<file path="src/hw/rtl/pidc_pkg.sv">
// Package of shared types and constants for the clamped positional PID block.
package pidc_pkg;

    localparam int FIELD_W   = 32;
    localparam int GAIN_W    = 32;
    localparam int LIM_W     = 31;
    localparam int GAIN_FRAC = 20;
    localparam int CFG_IDX_W = 3;

    typedef enum logic [1:0] {
        OP_ERR_PAIR   = 2'd0,
        OP_ERR_DIRECT = 2'd1,
        OP_CLEAR      = 2'd2,
        OP_IGNORE     = 2'd3
    } t_opcode;

    typedef enum logic [CFG_IDX_W-1:0] {
        CFG_PROP_GAIN    = 3'd0,
        CFG_INTEG_GAIN   = 3'd1,
        CFG_DERIV_GAIN   = 3'd2,
        CFG_PROP_LIMIT   = 3'd3,
        CFG_INTEG_LIMIT  = 3'd4,
        CFG_DERIV_LIMIT  = 3'd5,
        CFG_OUTPUT_LIMIT = 3'd6
    } t_cfg_idx;

    typedef struct packed {
        t_opcode                   opcode;
        logic signed [FIELD_W-1:0] setpoint;
        logic signed [FIELD_W-1:0] measured;
        logic signed [FIELD_W-1:0] direct_error;
    } t_pid_in;

    typedef struct packed {
        logic signed [FIELD_W-1:0] control_out;
        logic signed [FIELD_W-1:0] p_term;
        logic signed [FIELD_W-1:0] i_term;
        logic signed [FIELD_W-1:0] d_term;
    } t_pid_out;

endpackage

</file>
<file path="src/hw/rtl/pidc_term.sv">
// One PID term: split gain multiply, floor shift by the gain fraction and symmetric clamp.
module pidc_term #(
    parameter int OPW = 32
) (
    input  logic                                i_clk,
    input  logic                                i_en,
    input  logic signed [pidc_pkg::GAIN_W-1:0]  i_gain,
    input  logic signed [OPW-1:0]               i_opnd,
    input  logic        [pidc_pkg::LIM_W-1:0]   i_lim,
    output logic signed [pidc_pkg::FIELD_W-1:0] o_term
);

    localparam int LO_W = OPW / 2;
    localparam int HI_W = OPW - LO_W;
    localparam int LO_P = pidc_pkg::GAIN_W + LO_W + 1;
    localparam int HI_P = pidc_pkg::GAIN_W + HI_W;
    localparam int PW   = pidc_pkg::GAIN_W + OPW;

    logic signed [LO_P-1:0] r_lo_pp;
    logic signed [HI_P-1:0] r_hi_pp;
    logic signed [LO_P-1:0] n_lo_pp;
    logic signed [HI_P-1:0] n_hi_pp;
    logic signed [PW-1:0]   prod;
    logic signed [PW-1:0]   quo;
    logic signed [PW-1:0]   lim_w;
    logic signed [pidc_pkg::FIELD_W-1:0] r_term;
    logic signed [pidc_pkg::FIELD_W-1:0] n_term;

    // The low half of the operand is taken as an unsigned digit, the high half carries the sign.
    always_comb begin
        n_lo_pp = LO_P'(i_gain) * LO_P'(signed'({1'b0, i_opnd[LO_W-1:0]}));
        n_hi_pp = HI_P'(i_gain) * HI_P'(signed'(i_opnd[OPW-1:LO_W]));
    end

    // An arithmetic right shift of the exact product rounds towards minus infinity.
    always_comb begin
        prod  = (PW'(r_hi_pp) <<< LO_W) + PW'(r_lo_pp);
        quo   = prod >>> pidc_pkg::GAIN_FRAC;
        lim_w = PW'(signed'({1'b0, i_lim}));
        if (quo > lim_w) begin
            n_term = pidc_pkg::FIELD_W'(lim_w);
        end else if (quo < -lim_w) begin
            n_term = pidc_pkg::FIELD_W'(-lim_w);
        end else begin
            n_term = pidc_pkg::FIELD_W'(quo);
        end
    end

    always_ff @(posedge i_clk) begin
        if (i_en) begin
            r_lo_pp <= n_lo_pp;
            r_hi_pp <= n_hi_pp;
            r_term  <= n_term;
        end
    end

    assign o_term = r_term;

endmodule

</file>
<file path="config.mk">
export PLATFORM = sky130hd
export DESIGN_NAME = pidc_term
export DESIGN_NICKNAME = d
export VERILOG_FILES = /design/src/hw/rtl/pidc_pkg.sv /design/src/hw/rtl/pidc_term.sv
export SDC_FILE = /design/constraint.sdc
export NUM_CORES = 2
export LEC_CHECK = 0
export ABC_AREA = 1
export BUFFER_PORTS_ARGS = -buffer_cell sky130_fd_sc_hd__buf_4
export CORE_MARGIN = 2
export CORE_UTILIZATION = 50
export DETAILED_ROUTE_END_ITERATION = 8
export GPL_TIMING_DRIVEN = 0
export HOLD_SLACK_MARGIN = 0.06
export PLACE_DENSITY = 0.63
export SETUP_SLACK_MARGIN = 0.15
export SYNTH_ARGS = -nofsm -noshare
export SYNTH_HDL_FRONTEND = slang
export SYNTH_SLANG_ARGS = --single-unit
</file>
<file path="constraint.sdc">
create_clock -name i_clk -period 13.85 [get_ports i_clk]
set_clock_uncertainty 0.05 [all_clocks]
set_input_delay 1.385 -clock i_clk [delete_from_list [all_inputs] [get_ports i_clk]]
set_output_delay 1.385 -clock i_clk [all_outputs]
set_load 0.02 [all_outputs]
</file>
==> flow_results.org <==
** Yosys
- Of the post-synthesis cell area, the part taken by muxes is 0.
- Instance count of the mapped netlist :: 6453
- Sequential element share of the synthesized area :: 0.0703
- Net count after synthesis :: 7893
- Of all flip-flops after synthesis, the portion carrying an async set or reset was 0.
- EDFF count, synth :: 113
- Register bit total from synthesis :: 113
- For this run, the number of Yosys warnings is 0.
- Dominant combinational cell family by area after synthesis :: adder cells
- After synthesis, the netlist uses 39 different library cells.
- Mean post-synth cell area :: 7.48 um2
- In this run the cell area of the synthesized design comes to 48300 um2.
- Of the total synthesized cell area, the portion taken by AND, OR, NAND and NOR gates is 0.188.
- Of the total synthesized cell area, the portion taken by full adders, half adders and majority gates is 0.500.
- Among all flip-flop cells after synthesis, the most frequent one is sky130_fd_sc_hd__edfxtp_1.
- Synthesized-area fraction occupied by ao, oa, aoi and oai cells :: 0.0470
- Of the total synthesized cell area, the portion taken by XOR and XNOR cells is 0.0254.

** Die
- Overall die area :: 99000 um2
- The floorplan has 113 rows.
- Vertical extent of the die :: 315 um
- Ports :: 129
- For this configuration, the core starts out at a cell density of 0.506.
- Measured along the x axis, the die boundary spans 315 um.
- After floorplanning, the core was sized to cover 95300 um2.

** Global routing
- For this run the aggregate overflow at the end of global routing stands at 0.
- For this run, global-route usage on met3 was measured as 0.0755.
- The first global-routing pass estimated 250 mm of wire.
- The via count of the first global-routing pass came to 42411.
- Number of antenna violations at the first check in global routing :: 1
- Busiest grt layer :: met2
- Met1 routing resource usage after global routing :: 0.447
- For this run, the total global-route usage over all layers was measured as 0.340.
- Global routing usage on met2 :: 0.534
- Entering global routing, the biggest net connects 114 pins.

** Outcome
- The flow ran to the end, and the final reports show no timing, DRC or antenna violations.

** Worst hold path
- In this run the worst hold path is classified as register to register.

** STA
- Maximum clock frequency :: 118 MHz
- Max Transition Viols Final :: 0
- At the pin with the least slew margin, the transition time is 1.38 ns.
- Aggregate negative setup slack :: 0 ns
- Tcrit/Tclk final :: 0.610
- Max-Slew Margin vs Limit :: 0.0810
- Setup repair after global routing missed its margin :: false
- Final-report hold violation count :: 0
- Shortest clock period the worst path allows after layout :: 8.45 ns
- Setup violations remaining at the end of the flow were counted as 0.

** Worst setup path
- Arrival @ worst endpoint :: 8.57 ns
- Of all nets on the critical path, the largest fanout is 10.
- On the critical path, the stage with the largest delay is an instance of sky130_fd_sc_hd__clkbuf_1.
- The worst setup path is captured at a register.
- Required time of the critical path :: 13.96 ns
- The largest single stage delay on the critical path is 0.78 ns.
- Critical path type :: input pin to register
- Among the stages of the critical path, the cell type that occurs most often is sky130_fd_sc_hd__inv_1.
- STA classifies the critical path startpoint as an input pin.

** Placed design
- HPWL after detailed placement :: 140 mm
- The congestion estimate from routability-driven global placement came to 1.01.
- Total of buffers placed on input and output ports :: 127

** Clock network
- In this run, post-CTS repair resized a total of 0 instances.
- Num CTS Buffers :: 17
- At the later pin of the worst-skew pair, clock insertion delay measures 0.44 ns.
- Number of clock sinks seen by CTS :: 113
- Post-cts hold buffer count :: 0
- Clock transition at the registers of the reported paths :: 0.06 ns
- The clock passes through at most 2 buffers.
- TritonCTS built the clock tree.
- The tree is rooted in a sky130_fd_sc_hd__clkbuf_16.
- Post-CTS setup buffer count :: 0
- Number of H-tree branching levels :: 4

** Cells and area
- Most frequent standard cell in the layout excluding fill and tap cells :: sky130_fd_sc_hd__inv_1
- After filler insertion, the fill cell instance count of the layout stands at 9502.
- Final Net Count :: 8040
- Leaving out fill and tap cells, the most frequent cells in the layout are sky130_fd_sc_hd__inv_1 (1928), sky130_fd_sc_hd__nand2_1 (1760), sky130_fd_sc_hd__fa_1 (973).
- Layout overhead on the synthesized area :: 6.49%
- In the final layout, the share of cells above drive strength 1 is 0.0348.

** Detailed routing
- In the routed design, unresolved DRC markers number 0.
- Total number of vias :: 40887
- Drt wl/cell :: 20.8 um
- Average vias per placed instance :: 5.19
- Iteration count of the initial detailed-routing pass :: 6
- DRT Wirelength :: 164 mm
- The count of nets left with antenna violations once routing finished came out at 0.
- In this run, the number of DRC markers left after iteration 0 of detailed routing was 3414.

** Run
- The tool flagged a number of max-cap violations equal to 0.
-- synthesized netlist by cell type, types with 8 or more instances --
library cell,n,share of area
sky130_fd_sc_hd__nand3_1,87,0.0090
sky130_fd_sc_hd__inv_1,1928,0.15
sky130_fd_sc_hd__edfxtp_1,113,0.070
sky130_fd_sc_hd__nor3_1,38,0.0039
sky130_fd_sc_hd__nor4_1,24,0.0031
sky130_fd_sc_hd__nand4_1,69,0.0089
sky130_fd_sc_hd__xnor2_1,50,0.0091
sky130_fd_sc_hd__nor2_1,257,0.020
sky130_fd_sc_hd__xor2_1,90,0.016
sky130_fd_sc_hd__o21a_1,21,0.0033
sky130_fd_sc_hd__a31oi_1,39,0.0051
sky130_fd_sc_hd__fa_1,973,0.40
sky130_fd_sc_hd__o221ai_1,8,0.0015
sky130_fd_sc_hd__ha_1,370,0.096
sky130_fd_sc_hd__a21boi_0,8,0.0012
sky130_fd_sc_hd__a21oi_1,210,0.022
sky130_fd_sc_hd__inv_2,28,0.0022
sky130_fd_sc_hd__nor2_2,16,0.0021
sky130_fd_sc_hd__o211ai_1,8,0.0012
sky130_fd_sc_hd__buf_2,11,0.0011
sky130_fd_sc_hd__clkbuf_1,201,0.016
sky130_fd_sc_hd__nand2_1,1760,0.14
sky130_fd_sc_hd__o21ai_0,93,0.0096
-- through the flow --
step                hold WS (ns)  worst slack [ns]  utilization  instances  area [um2]
floorplan                  0.807              6.94            -       6453       48300
global route                1.09              5.05        0.539       7878       51400
detailed placement          1.01              4.88        0.533       7845       50800
global placement            1.00              4.92        0.533       7845       50800
CTS                         1.01              5.35        0.539       7877       51400
finish                      1.01              5.40        0.539       7879       51400
-- flip-flops by register name, indices dropped and copies added, names as in the netlist --
register,cells
r_hi_pp,48
r_lo_pp,33
o_term,32
-- worst paths after layout --
check | from | to | slack, ns | depth (start not counted)
setup / recovery | i_gain[31] | r_lo_pp[48]$_DFFE_PP_ | 5.40 | 26
hold / removal | r_lo_pp[20]$_DFFE_PP_ | o_term[0]$_DFFE_PP_ | 1.01 | 6
setup reg to reg | r_lo_pp[48]$_DFFE_PP_ | o_term[31]$_SDFFCE_PP0P_ | 7.50 | 30
hold reg to reg | r_lo_pp[20]$_DFFE_PP_ | o_term[0]$_DFFE_PP_ | 1.01 | 6
-- worst max-delay path, delay by kind of cell --
kind	cells	cell delay (ns)
AND/OR/NAND/NOR	8	1.17
XOR/XNOR	1	0.48
adder cells (fa/ha/maj)	7	3.87
buffers and inverters	9	1.46
AO/OA/AOI/OAI	1	0.15
-- metal layers --
| layer | part of all wire | up-vias |
|---|---|---|
| li1 | - | 18895 |
| met1 | 0.40 | 19860 |
| met2 | 0.44 | 1775 |
| met3 | 0.096 | 357 |
| met4 | 0.060 | 0 |
| met5 | 0 | - |
-- logic make-up after synthesis --
| logic type | Yosys count |
|---|---|
| flip-flops | 113 |
| adder cells (fa/ha/maj) | 1343 |
| buffers and inverters | 2174 |
| AND/OR/NAND/NOR | 2276 |
| AO/OA/AOI/OAI | 407 |
| XOR/XNOR | 140 |
-- area by class of cell --
type                       instances  area (um2)  share of cell area
inverter                        1956        7340               0.143
multi-input combinational       4166       36700               0.714
tap                             1265        1580              0.0308
clock inverter                    15         136             0.00265
timing repair buffer             128         985              0.0192
buffer                           218         855              0.0166
antenna                            1        2.50           0.0000487
clock buffer                      17         425             0.00828
sequential                       113        3390              0.0660
Power is left out: the tool's default activity adds up to more than one toggle a clock period on the data nets, which glitch-free logic cannot reach.
